### src/rtl/sawarq_pkg.sv
package sawarq_pkg;

	// Default length width of a transfer
	localparam int LENGTH_BITS_DEF = 32;

	// Fixed field widths
	localparam int FILE_LEN_W = 32;
	localparam int PAYLOAD_W  = 8;
	localparam int TIMEOUT_W  = 16;
	localparam int CFG_DATA_W = 16;
	localparam int IN_DATA_W  = 40;
	localparam int OUT_DATA_W = 80;

	// Configuration register indexes
	localparam logic CFG_PAYLOAD = 1'b0;
	localparam logic CFG_TIMEOUT = 1'b1;

	localparam logic [PAYLOAD_W-1:0] PAYLOAD_RST = 8'd232;
	localparam logic [TIMEOUT_W-1:0] TIMEOUT_RST = 16'd60;

	// Input item kinds
	localparam logic [1:0] KIND_START = 2'd0;
	localparam logic [1:0] KIND_TICK  = 2'd1;
	localparam logic [1:0] KIND_FRAME = 2'd2;

	// Received frame types
	localparam logic [1:0] RX_ACK = 2'd0;

	// Result actions
	localparam logic [1:0] ACT_DATA = 2'd0;
	localparam logic [1:0] ACT_FIN  = 2'd1;
	localparam logic [1:0] ACT_DONE = 2'd2;

	// Protocol phases
	localparam logic [2:0] PH_IDLE   = 3'd0;
	localparam logic [2:0] PH_DATA   = 3'd1;
	localparam logic [2:0] PH_FIN    = 3'd2;
	localparam logic [2:0] PH_LINGER = 3'd3;
	localparam logic [2:0] PH_DONE   = 3'd4;

	typedef struct packed {
		logic capture;
		logic div_start;
		logic div_step;
		logic commit;
	} ctl_cmd_t;

	typedef struct packed {
		logic need_div;
		logic div_last;
		logic has_result;
		logic out_free;
	} ctl_sts_t;

endpackage

### src/rtl/sawarq_ctrl.sv
module sawarq_ctrl
	import sawarq_pkg::*;
(
	input  logic     clk,
	input  logic     arst_n,
	input  logic     s_tvalid,
	output logic     s_tready,
	input  ctl_sts_t sts,
	output ctl_cmd_t cmd
);

	localparam logic [1:0] S_IDLE = 2'd0;
	localparam logic [1:0] S_EVAL = 2'd1;
	localparam logic [1:0] S_DIV  = 2'd2;

	logic [1:0] state_q;
	logic [1:0] state_d;

	assign s_tready = (state_q == S_IDLE);

	always_comb begin
		state_d = state_q;
		cmd = '0;
		unique case (state_q)
			S_IDLE: begin
				if (s_tvalid) begin
					cmd.capture = 1'b1;
					state_d = S_EVAL;
				end
			end
			S_EVAL: begin
				if (sts.need_div) begin
					cmd.div_start = 1'b1;
					state_d = S_DIV;
				end else if (!sts.has_result || sts.out_free) begin
					// hold here while a result cannot yet be loaded
					cmd.commit = 1'b1;
					state_d = S_IDLE;
				end
			end
			S_DIV: begin
				cmd.div_step = 1'b1;
				if (sts.div_last) begin
					state_d = S_EVAL;
				end
			end
			default: begin
				state_d = S_IDLE;
			end
		endcase
	end

	always_ff @(posedge clk or negedge arst_n) begin
		if (!arst_n) begin
			state_q <= S_IDLE;
		end else begin
			state_q <= state_d;
		end
	end

endmodule

### src/rtl/sawarq_dpath.sv
module sawarq_dpath
	import sawarq_pkg::*;
#(
	parameter int LENGTH_BITS = LENGTH_BITS_DEF
) (
	input  logic                  clk,
	input  logic                  arst_n,
	input  ctl_cmd_t              cmd,
	output ctl_sts_t              sts,
	input  logic [1:0]            in_kind,
	input  logic [FILE_LEN_W-1:0] in_file_length,
	input  logic [1:0]            in_rx_type,
	input  logic                  in_rx_seq,
	input  logic                  cfg_we,
	input  logic                  cfg_index,
	input  logic [CFG_DATA_W-1:0] cfg_data,
	input  logic                  out_ready,
	output logic                  out_valid,
	output logic [1:0]            out_action,
	output logic                  out_seq_bit,
	output logic [FILE_LEN_W-1:0] out_chunks_left,
	output logic [PAYLOAD_W-1:0]  out_frame_length,
	output logic [FILE_LEN_W-1:0] out_byte_offset,
	output logic                  out_is_retransmit
);

	// lengths and offsets never need more than the 32-bit fields
	localparam int LW = (LENGTH_BITS < FILE_LEN_W) ? LENGTH_BITS : FILE_LEN_W;
	localparam int CW = $clog2(LW);

	// configuration
	logic [PAYLOAD_W-1:0] payload_q;
	logic [TIMEOUT_W-1:0] timeout_q;

	// protocol state
	logic [2:0]           phase_q;
	logic                 seq_q;
	logic [LW-1:0]        chunks_q;
	logic [PAYLOAD_W-1:0] last_q;
	logic [LW-1:0]        offset_q;
	logic [TIMEOUT_W-1:0] timer_q;

	// captured item
	logic [1:0]    kind_q;
	logic [LW-1:0] len_q;
	logic [1:0]    rxt_q;
	logic          rxs_q;

	// divider
	logic [LW-1:0]        quo_q;
	logic [PAYLOAD_W-1:0] rem_q;
	logic [CW-1:0]        cnt_q;
	logic                 div_done_q;

	logic [PAYLOAD_W-1:0] pay;
	logic [TIMEOUT_W-1:0] limit;
	logic [PAYLOAD_W:0]   trial;
	logic [PAYLOAD_W:0]   trial_sub;
	logic                 trial_ge;

	// next state and result
	logic [2:0]           n_phase;
	logic                 n_seq;
	logic [LW-1:0]        n_chunks;
	logic [PAYLOAD_W-1:0] n_last;
	logic [LW-1:0]        n_offset;
	logic [TIMEOUT_W-1:0] n_timer;
	logic [TIMEOUT_W-1:0] timer_inc;
	logic                 expired;
	logic                 e_data;
	logic                 e_fin;
	logic                 e_done;
	logic [2:0]           fin_phase;
	logic                 retx;
	logic                 has_result;
	logic                 need_div;
	logic [LW-1:0]        div_chunks;
	logic [PAYLOAD_W-1:0] div_last_bytes;
	logic [PAYLOAD_W-1:0] data_len;

	assign pay   = (payload_q == '0) ? PAYLOAD_W'(1) : payload_q;
	assign limit = (timeout_q == '0) ? TIMEOUT_W'(1) : timeout_q;

	// restoring division, one quotient bit a cycle
	assign trial     = {rem_q, quo_q[LW-1]};
	assign trial_ge  = (trial >= {1'b0, pay});
	assign trial_sub = trial - {1'b0, pay};

	assign div_chunks     = quo_q + LW'(rem_q != '0);
	assign div_last_bytes = (rem_q == '0) ? pay : rem_q;

	assign timer_inc = timer_q + TIMEOUT_W'(1);
	assign expired   = (timer_inc >= limit);

	always_comb begin
		n_phase   = phase_q;
		n_seq     = seq_q;
		n_chunks  = chunks_q;
		n_last    = last_q;
		n_offset  = offset_q;
		n_timer   = timer_q;
		e_data    = 1'b0;
		e_fin     = 1'b0;
		e_done    = 1'b0;
		fin_phase = PH_FIN;
		retx      = 1'b0;
		need_div  = 1'b0;
		unique case (kind_q)
			KIND_START: begin
				if (phase_q == PH_IDLE || phase_q == PH_DONE) begin
					if (!div_done_q) begin
						need_div = 1'b1;
					end else begin
						n_seq    = 1'b0;
						n_offset = '0;
						n_chunks = div_chunks;
						n_last   = div_last_bytes;
						if (div_chunks == '0) begin
							e_fin = 1'b1;
						end else begin
							e_data = 1'b1;
						end
					end
				end
			end
			KIND_TICK: begin
				if (phase_q == PH_DATA || phase_q == PH_FIN || phase_q == PH_LINGER) begin
					n_timer = expired ? '0 : timer_inc;
					if (expired) begin
						priority if (phase_q == PH_DATA) begin
							retx   = 1'b1;
							e_data = 1'b1;
						end else if (phase_q == PH_FIN) begin
							retx  = 1'b1;
							e_fin = 1'b1;
						end else begin
							e_done = 1'b1;
						end
					end
				end
			end
			KIND_FRAME: begin
				priority if (phase_q == PH_DATA) begin
					if (rxt_q == RX_ACK) begin
						if (rxs_q == seq_q) begin
							// stale ack: resend the same chunk
							retx   = 1'b1;
							e_data = 1'b1;
						end else begin
							n_seq    = ~seq_q;
							n_offset = offset_q + LW'(pay);
							n_chunks = (chunks_q != '0) ? chunks_q - LW'(1) : chunks_q;
							if (n_chunks == '0) begin
								e_fin = 1'b1;
							end else begin
								e_data = 1'b1;
							end
						end
					end
				end else if (phase_q == PH_FIN) begin
					e_fin     = 1'b1;
					fin_phase = PH_LINGER;
				end else if (phase_q == PH_LINGER) begin
					e_done = 1'b1;
				end
			end
			default: begin
			end
		endcase

		has_result = e_data | e_fin | e_done;
		if (has_result) begin
			n_timer = '0;
		end
		if (e_data) begin
			n_phase = PH_DATA;
		end else if (e_fin) begin
			n_phase = fin_phase;
		end else if (e_done) begin
			n_phase = PH_DONE;
		end
	end

	assign data_len = (n_chunks > LW'(1)) ? pay : n_last;

	assign sts.need_div   = need_div;
	assign sts.div_last   = (cnt_q == '0);
	assign sts.has_result = has_result;
	assign sts.out_free   = !out_valid || out_ready;

	always_ff @(posedge clk or negedge arst_n) begin
		if (!arst_n) begin
			payload_q <= PAYLOAD_RST;
			timeout_q <= TIMEOUT_RST;
		end else if (cfg_we) begin
			unique case (cfg_index)
				CFG_PAYLOAD: payload_q <= cfg_data[PAYLOAD_W-1:0];
				CFG_TIMEOUT: timeout_q <= cfg_data[TIMEOUT_W-1:0];
				default: begin
				end
			endcase
		end
	end

	always_ff @(posedge clk or negedge arst_n) begin
		if (!arst_n) begin
			phase_q  <= PH_IDLE;
			seq_q    <= 1'b0;
			chunks_q <= '0;
			last_q   <= '0;
			offset_q <= '0;
			timer_q  <= '0;
		end else if (cmd.commit) begin
			phase_q  <= n_phase;
			seq_q    <= n_seq;
			chunks_q <= n_chunks;
			last_q   <= n_last;
			offset_q <= n_offset;
			timer_q  <= n_timer;
		end
	end

	always_ff @(posedge clk or negedge arst_n) begin
		if (!arst_n) begin
			kind_q <= '0;
			len_q  <= '0;
			rxt_q  <= '0;
			rxs_q  <= 1'b0;
		end else if (cmd.capture) begin
			kind_q <= in_kind;
			len_q  <= in_file_length[LW-1:0];
			rxt_q  <= in_rx_type;
			rxs_q  <= in_rx_seq;
		end
	end

	always_ff @(posedge clk) begin
		if (cmd.div_start) begin
			quo_q <= len_q;
			rem_q <= '0;
			cnt_q <= CW'(LW - 1);
		end else if (cmd.div_step) begin
			quo_q <= {quo_q[LW-2:0], trial_ge};
			rem_q <= trial_ge ? trial_sub[PAYLOAD_W-1:0] : trial[PAYLOAD_W-1:0];
			cnt_q <= cnt_q - CW'(1);
		end
	end

	always_ff @(posedge clk or negedge arst_n) begin
		if (!arst_n) begin
			div_done_q <= 1'b0;
		end else if (cmd.capture) begin
			div_done_q <= 1'b0;
		end else if (cmd.div_step && sts.div_last) begin
			div_done_q <= 1'b1;
		end
	end

	always_ff @(posedge clk or negedge arst_n) begin
		if (!arst_n) begin
			out_valid <= 1'b0;
		end else if (cmd.commit && has_result) begin
			out_valid <= 1'b1;
		end else if (out_ready) begin
			out_valid <= 1'b0;
		end
	end

	always_ff @(posedge clk) begin
		if (cmd.commit && has_result) begin
			out_action        <= e_data ? ACT_DATA : (e_fin ? ACT_FIN : ACT_DONE);
			out_seq_bit       <= e_data ? n_seq : 1'b0;
			out_chunks_left   <= e_data ? FILE_LEN_W'(n_chunks) : '0;
			out_frame_length  <= e_data ? data_len : '0;
			out_byte_offset   <= e_data ? FILE_LEN_W'(n_offset) : '0;
			out_is_retransmit <= retx;
		end
	end

`ifndef SYNTH
	a_no_overwrite: assert property (@(posedge clk) disable iff (!arst_n)
		cmd.commit && has_result |-> !out_valid || out_ready)
		else $error("result loaded over one not yet taken");

	a_data_has_chunk: assert property (@(posedge clk) disable iff (!arst_n)
		phase_q == PH_DATA |-> chunks_q != '0)
		else $error("data phase with no chunk left");

	a_timer_quiet: assert property (@(posedge clk) disable iff (!arst_n)
		phase_q == PH_IDLE || phase_q == PH_DONE |-> timer_q == '0)
		else $error("timer running outside a waiting phase");

	a_div_result_used: assert property (@(posedge clk) disable iff (!arst_n)
		cmd.div_step && sts.div_last |=> need_div == 1'b0)
		else $error("division requested twice for one start item");
`endif

endmodule

### src/rtl/stop_and_wait_arq_sender.sv
// Sequence: a tick or frame item is captured into the item register, evaluated, and its result is
// loaded into the output register once the output slot is free; a start item that opens a transfer
// first runs the one-bit-per-cycle divider that splits the length into chunks.
// Flow: a new item is accepted only after the last one has been committed;
// a held result on the master side delays only the next item that has a result.
// Reset: arst_n clears phase to idle, seq, chunk, offset and timer to zero, payload to 232, timeout to 60.
module stop_and_wait_arq_sender
	import sawarq_pkg::*;
#(
	parameter int LENGTH_BITS = LENGTH_BITS_DEF
) (
	input  logic                  clk,
	input  logic                  arst_n,
	// input items
	input  logic                  s_tvalid,
	output logic                  s_tready,
	input  logic [IN_DATA_W-1:0]  s_tdata,   // file_length[31:0], rx_type[33:32], rx_seq[34]
	input  logic [1:0]            s_tuser,   // kind
	// result items
	output logic                  m_tvalid,
	input  logic                  m_tready,
	output logic [OUT_DATA_W-1:0] m_tdata,   // seq_bit[0], chunks_left[32:1],
	                                         // frame_length[40:33], byte_offset[72:41],
	                                         // is_retransmit[73]
	output logic [1:0]            m_tuser,   // action
	// configuration writes
	input  logic                  cfg_we,
	input  logic                  cfg_index,
	input  logic [CFG_DATA_W-1:0] cfg_data
);

	ctl_cmd_t cmd;
	ctl_sts_t sts;

	logic                  seq_bit;
	logic [FILE_LEN_W-1:0] chunks_left;
	logic [PAYLOAD_W-1:0]  frame_length;
	logic [FILE_LEN_W-1:0] byte_offset;
	logic                  is_retransmit;

	// controller: accept, optional division, then commit once the output slot is free or there is no result
	sawarq_ctrl u_ctrl (
		.clk      (clk),
		.arst_n   (arst_n),
		.s_tvalid (s_tvalid),
		.s_tready (s_tready),
		.sts      (sts),
		.cmd      (cmd)
	);

	// datapath: protocol state, timer, chunk divider and the output register
	sawarq_dpath #(
		.LENGTH_BITS (LENGTH_BITS)
	) u_dpath (
		.clk               (clk),
		.arst_n            (arst_n),
		.cmd               (cmd),
		.sts               (sts),
		.in_kind           (s_tuser),
		.in_file_length    (s_tdata[31:0]),
		.in_rx_type        (s_tdata[33:32]),
		.in_rx_seq         (s_tdata[34]),
		.cfg_we            (cfg_we),
		.cfg_index         (cfg_index),
		.cfg_data          (cfg_data),
		.out_ready         (m_tready),
		.out_valid         (m_tvalid),
		.out_action        (m_tuser),
		.out_seq_bit       (seq_bit),
		.out_chunks_left   (chunks_left),
		.out_frame_length  (frame_length),
		.out_byte_offset   (byte_offset),
		.out_is_retransmit (is_retransmit)
	);

	// pack result fields, lowest first, zero padding to whole bytes
	assign m_tdata = {6'd0, is_retransmit, byte_offset, frame_length, chunks_left, seq_bit};

endmodule
### config.mk
export PLATFORM = sky130hd
export DESIGN_NAME = stop_and_wait_arq_sender
export DESIGN_NICKNAME = d
export VERILOG_FILES = /design/src/rtl/sawarq_pkg.sv /design/src/rtl/sawarq_ctrl.sv /design/src/rtl/sawarq_dpath.sv /design/src/rtl/stop_and_wait_arq_sender.sv
export SDC_FILE = /design/constraint.sdc
export NUM_CORES = 1
export LEC_CHECK = 0
export BUFFER_PORTS_ARGS = -buffer_cell sky130_fd_sc_hd__buf_2
export CAP_MARGIN = 15
export CORE_UTILIZATION = 54
export CTS_BUF_LIST = sky130_fd_sc_hd__clkbuf_2
export CTS_CLUSTER_DIAMETER = 200
export DETAILED_ROUTE_END_ITERATION = 12
export PLACE_DENSITY = 0.73
export SYNTH_ARGS = -nofsm -noshare
export SYNTH_HDL_FRONTEND = slang
export SYNTH_HIERARCHICAL = 1
export SYNTH_SLANG_ARGS = --single-unit
### constraint.sdc
create_clock -name clk -period 14 [get_ports clk]
set_input_delay 0.7 -clock clk [delete_from_list [all_inputs] [get_ports clk]]
set_output_delay 0.7 -clock clk [all_outputs]
set_load 0.05 [all_outputs]
==> Flow_metrics.wiki <==
{| class="wikitable"
! Metric !! Value
|-
| Critical path's largest stage delay || about 0.7 ns
|-
| TritonCTS clock tree || yes
|-
| Vias/cell || slightly above 6
|-
| Gr ovfl total || 0
|-
| Drt total wl || 43,140 microns
|-
| Dominant synthesized flop cell || dfrtp_1
|-
| Number of buffers added for setup after CTS || 0
|-
| Synth Instances || 1,704
|-
| Post-CTS Hold Buffers || 24
|-
| Max Fanout on Critical Path || between 70 and 80
|-
| Areal power density over the cells || roughly 160 nW/um^2
|-
| Critical path cell sequence || nand3_1 > nor2_1 > and3_1 > and3_1 > and3_1 > and3_1 > nand3_1 > xnor2_1 > ha_1 > a21oi_1 > o21ai_0 > nand3b_1 > a41oi_1 > nor3_1 > a21oi_1 > o22ai_1 > nor2b_1 > nor3b_4 > buf_4 > buf_4 > nand2_1 > a32o_1
|-
| Core region area || between 20,000 and 30,000 sq um
|-
| Synth Area in XOR/XNOR || 4.590%
|-
| NumNets Final || 1,934
|-
| PnR Total Power || about 0.0029 W
|-
| Post-detailed-route DRC marker count || 0
|-
| Portion of total power attributed to the clock network || a little over a fifth
|-
| Horiz. Die Dim || around 180 microns
|-
| Int Power || between 0.0015 and 0.002 W
|-
| Worst EP required || 14.73 ns
|-
| Maximum VDD drop || around 0.11 mV
|-
| Post-route minimum period || roughly 6.3 ns
|-
| Vias in the first global route || between 10,000 and 15,000
|-
| Die footprint || about 31,000 sq um
|-
| Register clock-pin slew on the reported worst setup and hold paths || between 0.1 and 0.15 ns
|-
| Area fraction in and, or, nand and nor cells after synthesis || about a fifth
|-
| Resized Gates After CTS || 0
|-
| Clock net sink count || around 280
|-
| Final setup viols || 0
|-
| Syn Std Cell Area || 16,600 sq um
|-
| Share of total power in combinational logic || between 30% and 40%
|-
| Count of flip-flops with a built-in enable after synthesis || 108
|-
| Number of hold violations in the final report || 0
|-
| Type of the most critical hold path || in2reg
|-
| Global routing usage summed across all routing layers || between 20 and 30%
|-
| Switching share of power || a little over 40%
|-
| Clock network latency to the later pin of the worst-skew pair || about 0.88 ns
|-
| Share of synthesized area occupied by flip-flops and latches || roughly 45%
|-
| Y dimension of the die || about 180 microns
|-
| Count of port buffers added during placement || roughly 140
|-
| Post-route ant nets || 0
|-
| Fraction of the mapped netlist area in adder cells || between 3 and 4%
|-
| Iter 0 DRT Violations || between 1,000 and 1,500
|-
| RD Place Congestion || between 0.9 and 1
|-
| Share of synthesized flip-flops with an asynchronous set or reset || a little under three fifths
|-
| Setup TNS || 0 ns
|-
| Average footprint of a synthesized cell || ~9.7 sq um
|-
| Post-DP HPWL || 29,700 microns
|-
| Slew Limit Headroom || 30.52%
|-
| Area grow syn2layout || 10.04%
|-
| Final period utilization || around 45%
|-
| Global-route wire length before repair || 68,810 microns
|-
| Net switching power || ~0.0012 W
|-
| Fmax || ~0.16 GHz
|-
| FP Rows || 63
|-
| Share of cell area taken by muxes after synthesis || roughly 8%
|-
| R2R Path Start || u_dpath/timer_q[0]$_DFFE_PN0P_
|-
| Drt first pass iters || 5
|-
| Hold WS || 0.05097 ns
|-
| Transition time of the tightest slew-check pin || 1.041 ns
|-
| Static leakage power || 7.488 nW
|-
| Setup slack of the most critical reg-to-reg path || about 7.7 ns
|-
| Crit Reg-Reg Endpoint || u_dpath/offset_q[5]$_DFFE_PN0P_
|-
| Main combinational cell family by area after synthesis || simple AND/OR/NAND/NOR gates
|-
| Number of buffers on the longest clock path || 3
|-
| Portion of total power attributed to sequential cells || approximately 44%
|-
| Ports placed on the boundary || ~150
|-
| Seq cells post-synth || between 200 and 300
|-
| Result of the run || finished clean
|-
| Initial antenna violation count || 1
|-
| WP data arrival || 7.07 ns
|-
| Pre-CTS setup slack || about 7.8 ns
|-
| Number of distinct library cells after synthesis || roughly 100
|-
| Critical path launch point type || register
|-
| Type of element capturing the critical path || register
|-
| Total clock buffers created by CTS || 72
|-
| Max cap viols || 0
|-
| Stages on the worst setup path || 22
|-
| CTS HTree Levels || 3
|-
| Largest net degree at the start of global routing || 85
|-
| Fraction of final layout cells with drive strength greater than 1 || around 22%
|-
| Number of stages on the worst hold path || 2
|-
| Minimum setup slack in the final design || around 7.7 ns
|-
| Max Transition Viols Final || 0
|-
| Critical path endpoint || u_dpath/offset_q[5]$_DFFE_PN0P_
|-
| Worst setup skew after layout || about 0.055 ns
|-
| First element of the critical path || u_dpath/timer_q[0]$_DFFE_PN0P_
|-
| Syn. warnings || 6
|-
| Cell with the largest stage delay on the worst path || buf_4
|-
| Buffers & Inverters on Critical Path || 2
|-
| Total via count after detailed routing || 13,790
|-
| Reg2Reg Depth || 22
|-
| CTS root buf || clkbuf_2
|-
| Starting density of the core || a little under three fifths
|-
| Share of the synthesized area in compound gates (AO/OA/AOI/OAI) || 14.21%
|-
| Largest delay contributor family on the critical path || simple AND/OR/NAND/NOR gates
|-
| Cell occurring most often along the worst timing path || and3_1
|-
| Class of the most critical setup path || reg2reg
|-
| Drt wl/cell || about 19 microns
|-
| Setup repair after global routing missed its margin || no
|}
==> registers in the layout, indices dropped and copies added (netlist names), 16 cells and up <==
name and cells:
u_dpath/out_byte_offset 32, u_dpath/out_chunks_left 32, u_dpath/timeout_q 16, u_dpath/len_q 32, u_dpath/quo_q 32, u_dpath/chunks_q 32
u_dpath/offset_q 32, u_dpath/timer_q 16
==> final cells by class <==
class | count | area, sq um
diodes | 1 | 2.502
clock buffers | 108 | 540.5
clock inverters | 25 | 180.2
fillers | 2590 | 11690
inverters | 52 | 195.2
multi-input cells | 1250 | 8394
flip-flops and latches | 278 | 7442
well taps | 390 | 488.0
repair buffers | 173 | 1025
==> synth_stat cells (8+ instances only) <==
| cell type | count | area share [%] |
|---|---|---|
| dfxtp_1 | 13 | 1.6 |
| nor3b_1 | 16 | 0.72 |
| xor2_1 | 41 | 2.2 |
| or3_1 | 11 | 0.41 |
| nor2_2 | 9 | 0.34 |
| a21oi_1 | 96 | 2.9 |
| mux2i_1 | 27 | 1.6 |
| buf_2 | 15 | 0.45 |
| a31oi_1 | 12 | 0.45 |
| inv_1 | 52 | 1.2 |
| nand3_1 | 41 | 1.2 |
| nor4_1 | 26 | 0.98 |
| nand4_1 | 29 | 1.1 |
| or4_1 | 11 | 0.50 |
| a22oi_1 | 25 | 1.1 |
| xnor2_1 | 46 | 2.4 |
| o21ai_0 | 98 | 3.0 |
| nand2_1 | 152 | 3.4 |
| mux2_2 | 93 | 6.3 |
| nor2b_1 | 13 | 0.49 |
| nand2b_1 | 30 | 1.1 |
| buf_1 | 13 | 0.29 |
| and4_1 | 9 | 0.47 |
| clkbuf_1 | 79 | 1.8 |
| nor3_1 | 40 | 1.2 |
| a21o_1 | 16 | 0.72 |
| buf_4 | 16 | 0.72 |
| and3_1 | 29 | 1.1 |
| a211oi_1 | 13 | 0.59 |
| a221oi_1 | 10 | 0.53 |
| nor2_1 | 157 | 3.5 |
| a32o_1 | 10 | 0.60 |
| dfstp_2 | 8 | 1.3 |
| ha_1 | 41 | 3.1 |
| and2_1 | 10 | 0.38 |
| dfrtp_1 | 149 | 22 |
| edfxtp_1 | 108 | 20 |
==> power by group through the flow <==
stage / combinational [W] / sequential, W / clock [W]
after floorplan: 0.000822 / 0.00117 / 0
after global placement: 0.000960 / 0.00129 / 0
after detailed placement: 0.000987 / 0.00130 / 0
after CTS: 0.000998 / 0.00128 / 0.000631
after global routing: 0.00110 / 0.00132 / 0.000672
final: 0.00101 / 0.00129 / 0.000610
==> through the flow <==
| step | util [%] | std cells | instance area (sq um) |
|---|---|---|---|
| floorplan | - | 1709 | 16620 |
| global placement | 57.77 | 2119 | 17300 |
| detailed placement | 57.77 | 2119 | 17300 |
| CTS | 60.98 | 2276 | 18270 |
| global route | 60.99 | 2277 | 18270 |
| finish | 60.99 | 2277 | 18270 |
==> cells by family (layout without fill, tap and decap cells) <==
logic type	count (synthesis)	after routing
buffers and inverters	181	358
muxes	121	121
xor gates and xnor gates	87	87
other	1	7
DFF	278	278
and+or+nand+nor	636	636
AOI/OAI and AO/OA	357	357
adders and majority gates	43	43
==> worst min-delay path by stage <==
| stage | endpoint | startpoint |
|---|---|---|
| global route | u_dpath/len_q[23]$_DFFE_PN0P_ | s_tdata[23] |
| floorplan | u_ctrl/state_q[0]$_DFFE_PN0P_ | arst_n |
| CTS | u_dpath/rxt_q[0]$_DFFE_PN0P_ | s_tdata[32] |
| global placement | u_dpath/len_q[12]$_DFFE_PN0P_ | u_dpath/len_q[12]$_DFFE_PN0P_ |
| detailed placement | u_dpath/len_q[12]$_DFFE_PN0P_ | u_dpath/len_q[12]$_DFFE_PN0P_ |
| finish | u_dpath/len_q[23]$_DFFE_PN0P_ | s_tdata[23] |
==> worst register-to-register path, stage by stage (launching register included) <==
cell and delay (ns):
dfrtp_1 0.47, nand3_1 0.13, nor2_1 0.22, and3_1 0.28
and3_1 0.25, and3_1 0.25, and3_1 0.28, nand3_1 0.13
xnor2_1 0.21, ha_1 0.29, a21oi_1 0.15, o21ai_0 0.15
nand3b_1 0.20, a41oi_1 0.35, nor3_1 0.19, a21oi_1 0.24
o22ai_1 0.19, nor2b_1 0.19, nor3b_4 0.16, buf_4 0.40
buf_4 0.72, nand2_1 0.43, a32o_1 0.33
==> layer usage <==
metal  global-route usage (%)  vias up  share of wire [%]
met5                        0        -                  0
met4                    8.974        0                2.1
met3                    5.291       68                7.8
met2                    42.11      556                 45
met1                    39.94     6682                 45
li1                         -     6479                  -
==> cells in the final DEF, fill, tap and decap left out, drive strengths merged, types with 8 or more instances in the layout <==
cell type,count
nor2,166
clkbuf,108
xor2,41
dfrtp,149
inv,54
and4,10
a31oi,12
nand2b,30
clkinv,20
or4,12
o21ai,102
dfstp,8
a22oi,25
a221oi,12
nor3b,18
a211oi,13
nand2,153
nand4,31
nor4,31
or3,12
dfxtp,13
and2,10
mux2,94
and3,29
nor2b,13
nor3,45
a32o,10
a21o,16
edfxtp,108
a21oi,96
xnor2,46
buf,149
nand3,44
mux2i,27
dlygate4sd3,24
ha,41
(Power assumes the default switching activity.)
